<file path="config.mk">
export PLATFORM = sky130hd
export DESIGN_NAME = radial_line_activity_segmenter_flat
export DESIGN_NICKNAME = d
export VERILOG_FILES = /design/src/rtl/core/rlas_pkg.sv /design/src/rtl/core/rlas_pix_if.sv /design/src/rtl/core/rlas_seg_if.sv /design/src/rtl/core/rlas_front.sv /design/src/rtl/core/rlas_evq.sv /design/src/rtl/core/rlas_back.sv /design/src/rtl/core/radial_line_activity_segmenter.sv /design/src/flat_wrapper.sv
export SDC_FILE = /design/constraint.sdc
export NUM_CORES = 2
export LEC_CHECK = 0
export ABC_CLOCK_PERIOD_IN_PS = 9100
export BUFFER_PORTS_ARGS = -buffer_cell sky130_fd_sc_hd__buf_2
export CAP_MARGIN = 25
export CORE_AREA = 2 2 349 351
export CTS_BUF_LIST = sky130_fd_sc_hd__clkbuf_8
export CTS_CLUSTER_SIZE = 25
export DETAILED_ROUTE_END_ITERATION = 16
export DIE_AREA = 0 0 351 353
export GPL_ROUTABILITY_DRIVEN = 0
export HOLD_SLACK_MARGIN = 0.1
export SKIP_CTS_REPAIR_TIMING = 1
export SLEW_MARGIN = 20
export SYNTH_ARGS = -nofsm -noshare
export SYNTH_HDL_FRONTEND = slang
export SYNTH_SLANG_ARGS = --single-unit
export TNS_END_PERCENT = 30
</file>
<file path="constraint.sdc">
create_clock -name clk -period 9.1 [get_ports clk]
set_clock_uncertainty 0.15 [all_clocks]
set_input_delay 0.455 -clock clk [delete_from_list [all_inputs] [get_ports clk]]
set_output_delay 0.455 -clock clk [all_outputs]
set_load 0.05 [all_outputs]
</file>
<file path="src/rtl/core/rlas_pkg.sv">
package rlas_pkg;

	// field widths
	localparam int PIX_W      = 8;
	localparam int FRAC_W     = 9;
	localparam int ANGLE_W    = 11;
	localparam int CFG_IDX_W  = 3;
	localparam int CFG_DATA_W = 11;

	// angle samples per disc; later lines of a disc are dropped
	localparam int SAMPLES_PER_TURN = 1440;
	// pixels per line that enter the dark fraction
	localparam int MAX_LINE_PIXELS  = 256;
	localparam int CNT_W            = $clog2(MAX_LINE_PIXELS + 1);

	// thresholds are Q8 fractions
	localparam int FRAC_Q = 8;
	localparam int LHS_W  = CNT_W + FRAC_Q;
	localparam int PROD_W = FRAC_W + CNT_W;

	// line event queue between classifier and segmenter
	localparam int EVQ_DEPTH = 4;
	localparam int EVQ_AW    = $clog2(EVQ_DEPTH);

	// register reset values
	localparam logic [PIX_W-1:0]   DARK_LEVEL_RST = PIX_W'(128);
	localparam logic [FRAC_W-1:0]  STANDBY_RST    = FRAC_W'(64);
	localparam logic [FRAC_W-1:0]  WORK_RST       = FRAC_W'(128);
	localparam logic [FRAC_W-1:0]  DRIVE_RST      = FRAC_W'(192);
	localparam logic [ANGLE_W-1:0] SHORT_RUN_RST  = ANGLE_W'(3);

	typedef enum logic [CFG_IDX_W-1:0] {
		REG_DARK_LEVEL,
		REG_STANDBY_FRACTION,
		REG_WORK_FRACTION,
		REG_DRIVE_FRACTION,
		REG_SHORT_RUN_LIMIT
	} rlas_reg_t;

	typedef enum logic [1:0] {
		CLS_REST,
		CLS_STANDBY,
		CLS_WORK,
		CLS_DRIVE
	} rlas_cls_t;

	typedef struct packed {
		logic [PIX_W-1:0]   dark_level;
		logic [FRAC_W-1:0]  standby_fraction;
		logic [FRAC_W-1:0]  work_fraction;
		logic [FRAC_W-1:0]  drive_fraction;
		logic [ANGLE_W-1:0] short_run_limit;
	} rlas_cfg_t;

	// one classified line
	typedef struct packed {
		rlas_cls_t cls;
		logic      disc;
	} rlas_evt_t;

	// one emitted segment
	typedef struct packed {
		rlas_cls_t          activity_class;
		logic [ANGLE_W-1:0] start_sample;
		logic [ANGLE_W-1:0] end_sample;
		logic [ANGLE_W-1:0] duration;
		logic               last_segment;
	} rlas_seg_t;

endpackage

</file>
<file path="src/rtl/core/rlas_pix_if.sv">
interface rlas_pix_if;
	logic                       valid;
	logic                       ready;
	logic [rlas_pkg::PIX_W-1:0] pixel;
	logic                       line_end;
	logic                       disc_end;

	modport source (output valid, pixel, line_end, disc_end, input ready);
	modport sink (input valid, pixel, line_end, disc_end, output ready);
endinterface

</file>
<file path="src/rtl/core/rlas_seg_if.sv">
interface rlas_seg_if;
	logic                         valid;
	logic                         ready;
	logic [1:0]                   activity_class;
	logic [rlas_pkg::ANGLE_W-1:0] start_sample;
	logic [rlas_pkg::ANGLE_W-1:0] end_sample;
	logic [rlas_pkg::ANGLE_W-1:0] duration;
	logic                         last_segment;

	modport source (output valid, activity_class, start_sample, end_sample, duration,
		last_segment, input ready);
	modport sink (input valid, activity_class, start_sample, end_sample, duration,
		last_segment, output ready);
endinterface

</file>
<file path="src/rtl/core/rlas_front.sv">
module rlas_front (
	input  logic                clk,
	input  logic                arst_n,
	input  rlas_pkg::rlas_cfg_t cfg,
	rlas_pix_if.sink            pix,
	output logic                ev_valid,
	input  logic                ev_ready,
	output rlas_pkg::rlas_evt_t ev_data
);

	localparam int CW = rlas_pkg::CNT_W;
	localparam int LW = rlas_pkg::LHS_W;
	localparam int PW = rlas_pkg::PROD_W;

	// line counters
	logic [CW-1:0] dark_cnt_q;
	logic [CW-1:0] total_q;
	logic          seen_q;

	// stage 1: fraction of a finished line
	logic          v_s1;
	logic [CW-1:0] num_s1;
	logic [CW-1:0] den_s1;
	logic          disc_s1;

	// stage 2: cross products
	logic          v_s2;
	logic [LW-1:0] lhs_s2;
	logic [PW-1:0] p_standby_s2;
	logic [PW-1:0] p_work_s2;
	logic [PW-1:0] p_drive_s2;
	logic          disc_s2;

	logic          adv1, adv2, acc, line, room, hit, seen_n;
	logic [CW-1:0] dark_cnt_n, total_n;

	// stall chain
	assign adv2      = !v_s2 || ev_ready;
	assign adv1      = !v_s1 || adv2;
	assign pix.ready = adv1;
	assign acc       = pix.valid && pix.ready;
	assign line      = pix.line_end || pix.disc_end;

	// pixel counting, capped at the line length limit
	assign room       = total_q < CW'(rlas_pkg::MAX_LINE_PIXELS);
	assign hit        = room && (pix.pixel < cfg.dark_level);
	assign seen_n     = seen_q || hit;
	assign dark_cnt_n = dark_cnt_q + CW'(hit);
	assign total_n    = total_q + CW'(room && seen_n);

	always_ff @(posedge clk or negedge arst_n) begin
		if (!arst_n) begin
			dark_cnt_q <= '0;
			total_q    <= '0;
			seen_q     <= 1'b0;
		end else if (acc) begin
			if (line) begin
				dark_cnt_q <= '0;
				total_q    <= '0;
				seen_q     <= 1'b0;
			end else begin
				dark_cnt_q <= dark_cnt_n;
				total_q    <= total_n;
				seen_q     <= seen_n;
			end
		end
	end

	// stage 1 valid
	always_ff @(posedge clk or negedge arst_n) begin
		if (!arst_n) begin
			v_s1 <= 1'b0;
		end else if (adv1) begin
			v_s1 <= acc && line;
		end
	end

	// stage 1 payload: no dark pixel means fraction 0/1
	always_ff @(posedge clk) begin
		if (adv1 && acc && line) begin
			num_s1  <= seen_n ? dark_cnt_n : '0;
			den_s1  <= seen_n ? total_n : CW'(1);
			disc_s1 <= pix.disc_end;
		end
	end

	// stage 2 valid
	always_ff @(posedge clk or negedge arst_n) begin
		if (!arst_n) begin
			v_s2 <= 1'b0;
		end else if (adv2) begin
			v_s2 <= v_s1;
		end
	end

	// stage 2 payload: num * 256 against threshold * den
	always_ff @(posedge clk) begin
		if (adv2 && v_s1) begin
			lhs_s2       <= {num_s1, rlas_pkg::FRAC_Q'(0)};
			p_standby_s2 <= PW'(cfg.standby_fraction) * PW'(den_s1);
			p_work_s2    <= PW'(cfg.work_fraction) * PW'(den_s1);
			p_drive_s2   <= PW'(cfg.drive_fraction) * PW'(den_s1);
			disc_s2      <= disc_s1;
		end
	end

	// class from the compares, first failing threshold wins
	always_comb begin
		ev_data.disc = disc_s2;
		priority if (PW'(lhs_s2) < p_standby_s2) ev_data.cls = rlas_pkg::CLS_REST;
		else if (PW'(lhs_s2) < p_work_s2)        ev_data.cls = rlas_pkg::CLS_STANDBY;
		else if (PW'(lhs_s2) < p_drive_s2)       ev_data.cls = rlas_pkg::CLS_WORK;
		else                                     ev_data.cls = rlas_pkg::CLS_DRIVE;
	end

	assign ev_valid = v_s2;

endmodule

</file>
<file path="src/rtl/core/rlas_evq.sv">
module rlas_evq (
	input  logic                clk,
	input  logic                arst_n,
	input  logic                push_valid,
	output logic                push_ready,
	input  rlas_pkg::rlas_evt_t push_data,
	output logic                pop_valid,
	input  logic                pop_ready,
	output rlas_pkg::rlas_evt_t pop_data
);

	localparam int AW = rlas_pkg::EVQ_AW;
	localparam int DW = rlas_pkg::EVQ_AW + 1;

	rlas_pkg::rlas_evt_t mem_q [rlas_pkg::EVQ_DEPTH];
	logic [AW-1:0]       wr_q, rd_q;
	logic [DW-1:0]       cnt_q;
	logic                push, pop;

	assign push_ready = cnt_q != DW'(rlas_pkg::EVQ_DEPTH);
	assign pop_valid  = cnt_q != '0;
	assign push       = push_valid && push_ready;
	assign pop        = pop_valid && pop_ready;
	assign pop_data   = mem_q[rd_q];

	always_ff @(posedge clk or negedge arst_n) begin
		if (!arst_n) begin
			wr_q  <= '0;
			rd_q  <= '0;
			cnt_q <= '0;
		end else begin
			if (push) wr_q <= wr_q + AW'(1);
			if (pop)  rd_q <= rd_q + AW'(1);
			cnt_q <= cnt_q + DW'(push) - DW'(pop);
		end
	end

	always_ff @(posedge clk) begin
		if (push) mem_q[wr_q] <= push_data;
	end

endmodule

</file>
<file path="src/rtl/core/rlas_back.sv">
module rlas_back (
	input  logic                             clk,
	input  logic                             arst_n,
	input  logic [rlas_pkg::ANGLE_W-1:0]     short_run_limit,
	input  logic                             ev_valid,
	output logic                             ev_ready,
	input  rlas_pkg::rlas_evt_t              ev_data,
	rlas_seg_if.source                       seg
);

	localparam int AW       = rlas_pkg::ANGLE_W;
	localparam int OQ_DEPTH = 4;
	localparam int OQ_AW    = $clog2(OQ_DEPTH);
	localparam int OQ_CW    = OQ_AW + 1;
	// one line can close two runs and then end the disc
	localparam int MAX_SEGS = 3;

	function automatic rlas_pkg::rlas_seg_t make_seg(rlas_pkg::rlas_cls_t c,
		logic [AW-1:0] s, logic [AW-1:0] e, logic last);
		rlas_pkg::rlas_seg_t r;
		r.activity_class = c;
		r.start_sample   = s;
		r.end_sample     = e;
		r.duration       = e - s;
		r.last_segment   = last;
		return r;
	endfunction

	// run and open segment state
	logic [AW-1:0]       angle_q;
	rlas_pkg::rlas_cls_t run_cls_q;
	logic [AW-1:0]       run_start_q;
	logic                run_v_q;
	rlas_pkg::rlas_cls_t open_cls_q;
	logic [AW-1:0]       open_start_q;
	logic [AW-1:0]       open_end_q;
	logic                open_v_q;

	// next state
	logic [AW-1:0]       angle_n;
	rlas_pkg::rlas_cls_t run_cls_n;
	logic [AW-1:0]       run_start_n;
	logic                run_v_n;
	rlas_pkg::rlas_cls_t open_cls_n;
	logic [AW-1:0]       open_start_n;
	logic [AW-1:0]       open_end_n;
	logic                open_v_n;
	logic [AW-1:0]       len1, len2;

	rlas_pkg::rlas_seg_t res [MAX_SEGS];
	logic [MAX_SEGS-1:0] emit;

	// result queue
	rlas_pkg::rlas_seg_t oq_q [OQ_DEPTH];
	logic [OQ_AW-1:0]    oq_wr_q, oq_rd_q;
	logic [OQ_CW-1:0]    oq_cnt_q;
	logic [OQ_AW-1:0]    wpos [MAX_SEGS];
	logic [OQ_AW-1:0]    n_emit;
	logic                take, give;

	// take a line only while the queue can hold its worst case
	assign ev_ready = oq_cnt_q <= OQ_CW'(OQ_DEPTH - MAX_SEGS);
	assign take     = ev_valid && ev_ready;
	assign give     = seg.valid && seg.ready;

	// segmentation of one classified line
	always_comb begin
		angle_n      = angle_q;
		run_cls_n    = run_cls_q;
		run_start_n  = run_start_q;
		run_v_n      = run_v_q;
		open_cls_n   = open_cls_q;
		open_start_n = open_start_q;
		open_end_n   = open_end_q;
		open_v_n     = open_v_q;
		emit         = '0;
		len1         = angle_q - run_start_q;
		len2         = '0;
		for (int k = 0; k < MAX_SEGS; k++) begin
			res[k] = make_seg(open_cls_q, open_start_q, open_end_q, 1'b0);
		end

		if (angle_q < AW'(rlas_pkg::SAMPLES_PER_TURN)) begin
			// class change closes the current run
			if (run_v_n && ev_data.cls != run_cls_n) begin
				if (open_v_n && (len1 <= short_run_limit || run_cls_n == open_cls_n)) begin
					open_end_n = open_end_n + len1;
				end else begin
					emit[0]      = open_v_n;
					res[0]       = make_seg(open_cls_n, open_start_n, open_end_n, 1'b0);
					open_cls_n   = run_cls_n;
					open_start_n = run_start_n;
					open_end_n   = angle_q;
					open_v_n     = 1'b1;
				end
				run_v_n = 1'b0;
			end
			if (!run_v_n) begin
				run_cls_n   = ev_data.cls;
				run_start_n = angle_q;
				run_v_n     = 1'b1;
			end
			angle_n = angle_q + AW'(1);
		end

		if (ev_data.disc) begin
			// final run closes, then the open segment goes out as last
			if (run_v_n) begin
				len2 = angle_n - run_start_n;
				if (open_v_n && (len2 <= short_run_limit || run_cls_n == open_cls_n)) begin
					open_end_n = open_end_n + len2;
				end else begin
					emit[1]      = open_v_n;
					res[1]       = make_seg(open_cls_n, open_start_n, open_end_n, 1'b0);
					open_cls_n   = run_cls_n;
					open_start_n = run_start_n;
					open_end_n   = angle_n;
					open_v_n     = 1'b1;
				end
			end
			emit[2]      = open_v_n;
			res[2]       = make_seg(open_cls_n, open_start_n, open_end_n, 1'b1);
			angle_n      = '0;
			run_cls_n    = rlas_pkg::CLS_REST;
			run_start_n  = '0;
			run_v_n      = 1'b0;
			open_cls_n   = rlas_pkg::CLS_REST;
			open_start_n = '0;
			open_end_n   = '0;
			open_v_n     = 1'b0;
		end
	end

	// packed write slots for the emitted segments
	always_comb begin
		n_emit = '0;
		for (int k = 0; k < MAX_SEGS; k++) begin
			wpos[k] = oq_wr_q + n_emit;
			n_emit  = n_emit + OQ_AW'(emit[k]);
		end
	end

	always_ff @(posedge clk or negedge arst_n) begin
		if (!arst_n) begin
			angle_q      <= '0;
			run_cls_q    <= rlas_pkg::CLS_REST;
			run_start_q  <= '0;
			run_v_q      <= 1'b0;
			open_cls_q   <= rlas_pkg::CLS_REST;
			open_start_q <= '0;
			open_end_q   <= '0;
			open_v_q     <= 1'b0;
		end else if (take) begin
			angle_q      <= angle_n;
			run_cls_q    <= run_cls_n;
			run_start_q  <= run_start_n;
			run_v_q      <= run_v_n;
			open_cls_q   <= open_cls_n;
			open_start_q <= open_start_n;
			open_end_q   <= open_end_n;
			open_v_q     <= open_v_n;
		end
	end

	// result queue pointers
	always_ff @(posedge clk or negedge arst_n) begin
		if (!arst_n) begin
			oq_wr_q  <= '0;
			oq_rd_q  <= '0;
			oq_cnt_q <= '0;
		end else begin
			if (take) oq_wr_q <= oq_wr_q + n_emit;
			if (give) oq_rd_q <= oq_rd_q + OQ_AW'(1);
			oq_cnt_q <= oq_cnt_q + (take ? OQ_CW'(n_emit) : '0) - OQ_CW'(give);
		end
	end

	always_ff @(posedge clk) begin
		for (int k = 0; k < MAX_SEGS; k++) begin
			if (take && emit[k]) oq_q[wpos[k]] <= res[k];
		end
	end

	// output beat
	assign seg.valid          = oq_cnt_q != '0;
	assign seg.activity_class = oq_q[oq_rd_q].activity_class;
	assign seg.start_sample   = oq_q[oq_rd_q].start_sample;
	assign seg.end_sample     = oq_q[oq_rd_q].end_sample;
	assign seg.duration       = oq_q[oq_rd_q].duration;
	assign seg.last_segment   = oq_q[oq_rd_q].last_segment;

endmodule

</file>
<file path="src/rtl/core/radial_line_activity_segmenter.sv">
// A segment caused by the pixel that ends a line passes two classify stages, the event
//   queue and the result queue on its way to seg.
// Throughput: one pixel per cycle while pix.ready is high; the segmenter takes one line
//   per cycle while its result queue can hold three more segments; results leave at one
//   per cycle while seg.ready is high. Reset (arst_n low): all counters, queues and run
//   state clear, registers take defaults; no clearing pass, pix.ready is high at once.
module radial_line_activity_segmenter (
	input  logic                               clk,
	input  logic                               arst_n,
	input  logic                               cfg_we,
	input  logic [rlas_pkg::CFG_IDX_W-1:0]     cfg_idx,
	input  logic [rlas_pkg::CFG_DATA_W-1:0]    cfg_data,
	rlas_pix_if.sink                           pix,
	rlas_seg_if.source                         seg
);

	rlas_pkg::rlas_cfg_t cfg_q;
	rlas_pkg::rlas_evt_t fr_data, bk_data;
	logic                fr_valid, fr_ready, bk_valid, bk_ready;

	// configuration registers
	always_ff @(posedge clk or negedge arst_n) begin
		if (!arst_n) begin
			cfg_q.dark_level       <= rlas_pkg::DARK_LEVEL_RST;
			cfg_q.standby_fraction <= rlas_pkg::STANDBY_RST;
			cfg_q.work_fraction    <= rlas_pkg::WORK_RST;
			cfg_q.drive_fraction   <= rlas_pkg::DRIVE_RST;
			cfg_q.short_run_limit  <= rlas_pkg::SHORT_RUN_RST;
		end else if (cfg_we) begin
			unique case (rlas_pkg::rlas_reg_t'(cfg_idx))
				rlas_pkg::REG_DARK_LEVEL:
					cfg_q.dark_level <= cfg_data[rlas_pkg::PIX_W-1:0];
				rlas_pkg::REG_STANDBY_FRACTION:
					cfg_q.standby_fraction <= cfg_data[rlas_pkg::FRAC_W-1:0];
				rlas_pkg::REG_WORK_FRACTION:
					cfg_q.work_fraction <= cfg_data[rlas_pkg::FRAC_W-1:0];
				rlas_pkg::REG_DRIVE_FRACTION:
					cfg_q.drive_fraction <= cfg_data[rlas_pkg::FRAC_W-1:0];
				rlas_pkg::REG_SHORT_RUN_LIMIT:
					cfg_q.short_run_limit <= cfg_data[rlas_pkg::ANGLE_W-1:0];
				default: begin
				end
			endcase
		end
	end

	// pixel counting and line classification
	rlas_front u_front (
		.clk      (clk),
		.arst_n   (arst_n),
		.cfg      (cfg_q),
		.pix      (pix),
		.ev_valid (fr_valid),
		.ev_ready (fr_ready),
		.ev_data  (fr_data)
	);

	// classified lines waiting for the segmenter
	rlas_evq u_evq (
		.clk        (clk),
		.arst_n     (arst_n),
		.push_valid (fr_valid),
		.push_ready (fr_ready),
		.push_data  (fr_data),
		.pop_valid  (bk_valid),
		.pop_ready  (bk_ready),
		.pop_data   (bk_data)
	);

	// run merging and segment output
	rlas_back u_back (
		.clk             (clk),
		.arst_n          (arst_n),
		.short_run_limit (cfg_q.short_run_limit),
		.ev_valid        (bk_valid),
		.ev_ready        (bk_ready),
		.ev_data         (bk_data),
		.seg             (seg)
	);

	// every segment spans at least one angle sample inside the turn
	a_seg_span: assert property (@(posedge clk) disable iff (!arst_n)
		seg.valid |-> (seg.end_sample > seg.start_sample) &&
			(seg.end_sample <= rlas_pkg::ANGLE_W'(rlas_pkg::SAMPLES_PER_TURN)))
		else $error("segment span out of range");

	// duration agrees with the segment bounds
	a_seg_dur: assert property (@(posedge clk) disable iff (!arst_n)
		seg.valid |-> seg.duration == rlas_pkg::ANGLE_W'(seg.end_sample - seg.start_sample))
		else $error("segment duration mismatch");

	// a line that meets a full event queue stays offered and is not dropped
	a_evq_room: assert property (@(posedge clk) disable iff (!arst_n)
		(fr_valid && !fr_ready) |=> fr_valid)
		else $error("classified line dropped");

endmodule

</file>
<file path="src/flat_wrapper.sv">
// flat-port wrapper written by rule: the top's interface ports become plain ports
module radial_line_activity_segmenter_flat 
  (clk, arst_n, cfg_we, cfg_idx, cfg_data, pix_valid, pix_pixel, pix_line_end, pix_disc_end, pix_ready, seg_valid, seg_activity_class, seg_start_sample, seg_end_sample, seg_duration, seg_last_segment, seg_ready);
  rlas_pix_if pix_i ();
  rlas_seg_if seg_i ();
  input  logic clk;
  input  logic arst_n;
  input  logic cfg_we;
  input  logic [rlas_pkg::CFG_IDX_W-1:0] cfg_idx;
  input  logic [rlas_pkg::CFG_DATA_W-1:0] cfg_data;
  input wire logic [$bits(pix_i.valid)-1:0] pix_valid;
  input wire logic [$bits(pix_i.pixel)-1:0] pix_pixel;
  input wire logic [$bits(pix_i.line_end)-1:0] pix_line_end;
  input wire logic [$bits(pix_i.disc_end)-1:0] pix_disc_end;
  output wire logic [$bits(pix_i.ready)-1:0] pix_ready;
  output wire logic [$bits(seg_i.valid)-1:0] seg_valid;
  output wire logic [$bits(seg_i.activity_class)-1:0] seg_activity_class;
  output wire logic [$bits(seg_i.start_sample)-1:0] seg_start_sample;
  output wire logic [$bits(seg_i.end_sample)-1:0] seg_end_sample;
  output wire logic [$bits(seg_i.duration)-1:0] seg_duration;
  output wire logic [$bits(seg_i.last_segment)-1:0] seg_last_segment;
  input wire logic [$bits(seg_i.ready)-1:0] seg_ready;
  assign pix_i.valid = pix_valid;
  assign pix_i.pixel = pix_pixel;
  assign pix_i.line_end = pix_line_end;
  assign pix_i.disc_end = pix_disc_end;
  assign pix_ready = pix_i.ready;
  assign seg_valid = seg_i.valid;
  assign seg_activity_class = seg_i.activity_class;
  assign seg_start_sample = seg_i.start_sample;
  assign seg_end_sample = seg_i.end_sample;
  assign seg_duration = seg_i.duration;
  assign seg_last_segment = seg_i.last_segment;
  assign seg_i.ready = seg_ready;
  radial_line_activity_segmenter u_core (.clk(clk), .arst_n(arst_n), .cfg_we(cfg_we), .cfg_idx(cfg_idx), .cfg_data(cfg_data), .pix(pix_i), .seg(seg_i));
endmodule
</file>
-- Word level (Yosys, flattened, before mapping)
Memories as Yosys holds them, arrays and structs flattened.
Index checks and enable logic that the tools add are counted.
- mux-type cells: 62
- magnitude comparators: 9
- add/sub/neg operators: 22
- $mul: 3
- reduce and logical (&&, ||, !) cells: 32
- equal/unequal tests: 8
- operator list (kind ; count):
    $mux 11 ; 19
    $mux 36 ; 2
    $mux 72 ; 1
    $sub 11x11->11 ; 5
    $lt 17x18->1 ; 3
    $mul 9x9->18 ; 3
    $mux 2 ; 13
    $mux 1 ; 25
    $add 11x11->11 ; 2
    $le 11x11->1 ; 2
    $add 9x1->9 ; 2
    $mux 9 ; 2
    $logic_and 1x1->1 ; 16
    $add 11x1->11 const B ; 1
    $lt 11x11->1 const B ; 1
    $reduce_and 2->1 ; 5
    $lt 9x9->1 const B ; 1
    $lt 8x8->1 ; 1
    $add 2x1->2 const B ; 3
    $eq 3x2->1 const B ; 2
    $logic_or 1x1->1 ; 6
    $reduce_bool 3->1 ; 2
    $sub 3x1->3 ; 2
    $add 2x1->2 ; 2
    12 further kinds ; 15
- flip-flop bits (word level): 214
- input port bits: 29
- output and inout port bits: 38
- memories: 2
- bits in writable memories: 156
- word-level logic and storage cells: 170
- memory list (memory ; depth ; width ; rd ports ; clocked after Yosys merged registers in ; wr ports ; line ; RTL):
    u_core.u_back.oq_q ; 4 ; 36 ; 1 ; 0 ; 3 ; rlas_back.sv:54 ; rlas_pkg::rlas_seg_t oq_q [OQ_DEPTH];
    u_core.u_evq.mem_q ; 4 ; 3 ; 1 ; 0 ; 1 ; rlas_evq.sv:15 ; rlas_pkg::rlas_evt_t mem_q [rlas_pkg::EVQ_DEPTH];

-- Longest topological paths before layout
An unclocked memory read counts as a cell.
- depth after elaboration: 19
- mapped depth: 41
- gate-level depth less buffers: 38

-- Cells and area by module
A second synthesis with hierarchy kept.
- cell total of the unflattened synthesis: 3180
- area total of the unflattened synthesis: 30953.4 um^2
- modules (own cells, without submodules) (module ; sequential area each (um^2) ; area each (um^2) ; cells each ; instances):
    rlas_back ; 5750.5 ; 15678.8 ; 1691 ; 1
    rlas_front ; 3017.9 ; 12595.8 ; 1332 ; 1
    radial_line_activity_segmenter ; 1159.9 ; 1773.0 ; 100 ; 1
    rlas_evq ; 535.5 ; 905.9 ; 57 ; 1

-- Worst setup path after synthesis
Ideal clock, no wire load.
- kind: reg-to-reg
- start point: reg u_core.u_evq.rd_q[0]
- end point: mem u_core.u_back.oq_q[2][11] (netlist name) (data pin)
- arrival: 7.422 ns
- setup slack: 1.261 ns
- setup time: 0.267 ns
- required time: 8.683 ns
- clock period less this slack: 7.839 ns
- buffers on the path: 3
- stages on the path, launching flop included: 36
- cell sequence: dfrtp_1 buf_4 mux4_2 xnor2_2 a31oi_1 clkbuf_1 mux2i_1 inv_1 ha_1 fa_1 nor2b_1 o2111ai_1 nand3_1 nor4_1 o41a_1 xor2_1 ha_1 nand4_1 o32a_1 a21oi_1 nor2_1 buf_2 mux2i_1 nand2_1 and2_1 fa_1 a21o_1 a21oi_1 o21ai_0 o21ai_0 nand2b_1 a21oi_1 o21ai_0 xor2_1 xnor2_1 o21ai_0
- RTL lines (what ; line ; RTL):
    start: declaration ; rlas_evq.sv:16 ; logic [AW-1:0] wr_q, rd_q;
    start signal: assignment ; rlas_evq.sv:33 ; if (pop) rd_q <= rd_q + AW'(1);
    end: declaration ; rlas_back.sv:54 ;

==> impl_results.md <==
* YS warnings at 0
* Register area share after synthesis at 35.0%
* Reg2Reg Setup Slack at 0.46 ns
* Gate Count Post-Synth at 3074
* Clock Path Buffers at 3
* Synthesized area per cell at 9.73 um2
* Yosys reg bits at 370
* GR Overflow Total at 0
* Commonest non-fill, non-tap cell in the layout: nand2_1
* Initial Util at 24.8%
* Worst reg2reg path startpoint: u_core.u_back.run_start_q[1]
* Crit-path max cell delay at 0.46 ns
* CP Capture Type: register
* Slowest-stage cell, CP: or2_4
* Relative slew slack at 37.5%
* Setup-failing EPs final at 0
* CP most frequent cell: o21ai_0
* Fin. max-slew vios at 0
* Worst Slack Setup Final at 0.457 ns
* CP Launch Type: register
* Fmax at 0.116 GHz
* Die width at 351 um
* Initial antenna violation count at 6
* Core region area at 121000 um2
* WL/cell at 17.7 um
* CP required at 9.43 ns
* IO buf count at 66
* Clk slew on worst S/H paths at 0.07 ns
* Synth Cell Area at 29900 um2
* Share of the clock period used by the worst path at 95.0%
* Vias at 22700
* WP data arrival at 8.97 ns
* Nets@finish at 3563
* ANT nets after route at 0
* Final hold viol count at 0
* Largest net degree at the start of global routing at 74
* CP max FO at 26
* Outcome: completed
* Clock sinks at 370
* Final Critical Period at 8.64 ns
* Clk_lat worst skew at 0.74 ns
* Drt drc at 0
* Clock Root Buffer: clkbuf_8
* Crit Path Class: reg -> reg
* Inserted Clock Buffers at 59
* Number of synthesized flops with an enable pin at 239
* Ys flop type: edfxtp_1
* CTS tree: built
* Vias in the first global route at 22500
* R2R depth at 36
* Full die area at 124000 um2
* Worst hold path class: in -> reg
* Hold Crit Depth at 5
* Htree depth at 2
* First-pass GRT wire length at 133000 um
* FP Rows at 128
* Setup TNS Final at 0 ns
* Pre-CTS setup slack at 0.374 ns
* Gr usage total at 13.7%
* Async S/R FF share, synth at 35.4%
* Placed Cells at 4663
* Yosys cell types at 77
* Hold worst-path end: u_core.cfg_q[45]
* RSZ-0062 raised after global routing: false
* First DRT Iteration DRCs at 1782
* Final Instance Count excl. Fillers at 4791
* Die H at 353 um
* Most frequent cells in the layout: nand2_1, inv_1, ha_1
* Worst R2R End: u_core.u_back.oq_q[2][11]
* Worst Hold Launch: cfg_idx[1]
* Detailed-router iteration count before antenna repair at 8
* Vias per Instance at 4.73
* Area Growth Syn to Fin at 12.4%
* I/O pin cnt at 67
* Hpwl dp at 60100 um
* Max Cap Viol at 0
* Worst Tran Pin Value at 0.911 ns
* Share of layout cells above drive strength 1 at 11.2%
* Post-Route WL at 84600 um
* Syn nets at 3521
critical path: cells and delay by family, from the launching register on:
| kind | cells | cell delay [ns] |
|---|---|---|
| AOI/OAI and AO/OA | 19 | 3.96 |
| adders and majority gates | 4 | 1.28 |
| and+or+nand+nor | 4 | 0.85 |
| xor gates and xnor gates | 4 | 0.75 |
| muxes | 3 | 0.73 |
| DFF | 1 | 0.43 |
| buffers and inverters | 2 | 0.21 |
cells in the mapped netlist (38+ instances only):
cell type | number | area share, %
a21oi_1 | 186 | 3.1
and2_1 | 102 | 2.1
clkbuf_1 | 138 | 1.7
dfrtp_1 | 124 | 10
edfxtp_1 | 239 | 24
fa_1 | 160 | 11
ha_1 | 258 | 11
inv_1 | 320 | 4.0
mux2_2 | 54 | 2.0
mux2i_1 | 88 | 2.9
mux4_2 | 38 | 2.9
nand2_1 | 399 | 5.0
nor2_1 | 185 | 2.3
o21ai_0 | 214 | 3.6
xnor2_1 | 87 | 2.5
xor2_1 | 39 | 1.1
sequential cells by signal, summed over array words and instances (netlist names), 12 cells and up:
register / flops
u_core.u_back.oq_q: 144
u_core.u_front.p_drive_s2: 18
u_core.u_front.p_standby_s2: 18
u_core.u_evq.mem_q: 12
u_core.u_front.p_work_s2: 18
u_core.cfg_q: 46
metal layers:
metal  global-route usage, %  vias to the layer above  wire length, um
met5                       0                        -               19
li1                        -                    10700                -
met1                    19.1                    11100            38500
met3                    2.54                      134             6170
met4                    3.31                        2             1930
met2                    21.8                      790            38000
logic make-up after synthesis:
| logic type | share of synthesized area (%) |
|---|---|
| buffers and inverters | 6.16 |
| multiplexers | 7.84 |
| AND/OR/NAND/NOR | 12.9 |
| flip-flops | 35.0 |
| adder cells (fa/ha/maj) | 21.5 |
| AO/OA/AOI/OAI | 12.7 |
| XOR/XNOR | 3.87 |
worst max-delay path by stage:
stage,start,end,slack (ns),cells after the start
5_1_grt,u_core.u_back.run_start_q[1],u_core.u_back.oq_q[0][11],0.02,36
4_1_cts,u_core.u_evq.rd_q[0],u_core.u_back.oq_q[2][11],0.34,34
6_report,u_core.u_back.run_start_q[1],u_core.u_back.oq_q[2][11],0.46,36
3_3_place_gp,u_core.u_evq.rd_q[0],u_core.u_back.oq_q[2][11],0.47,34
3_5_place_dp,u_core.u_back.run_start_q[1],u_core.u_back.oq_q[2][11],0.37,36
2_1_floorplan,u_core.u_evq.rd_q[0],u_core.u_back.oq_q[2][11],1.26,35
per-stage QoR:
step | hold slack, ns | utilization (%) | area [um2]
CTS | -0.362 | 27.7 | 33400
detailed placement | 0.255 | 26.7 | 32200
floorplan | 0.00941 | - | 29900
global route | 0.185 | 27.9 | 33600
global placement | 0.253 | 26.7 | 32200
finish | 0.148 | 27.9 | 33600
cell type report:
cell class,instances,area [um2]
diodes,1,2.50
well taps,1625,2030
fillers,12700,87000
flip-flops and latches,370,10500
clock buffers,63,867
repair buffers,145,1020
inverters,322,1210
clock inverters,47,324
multi-input cells,2218,17700
Power is not shown: default switching activity piles up to over one toggle a cycle in this logic, so the estimate is an artifact.
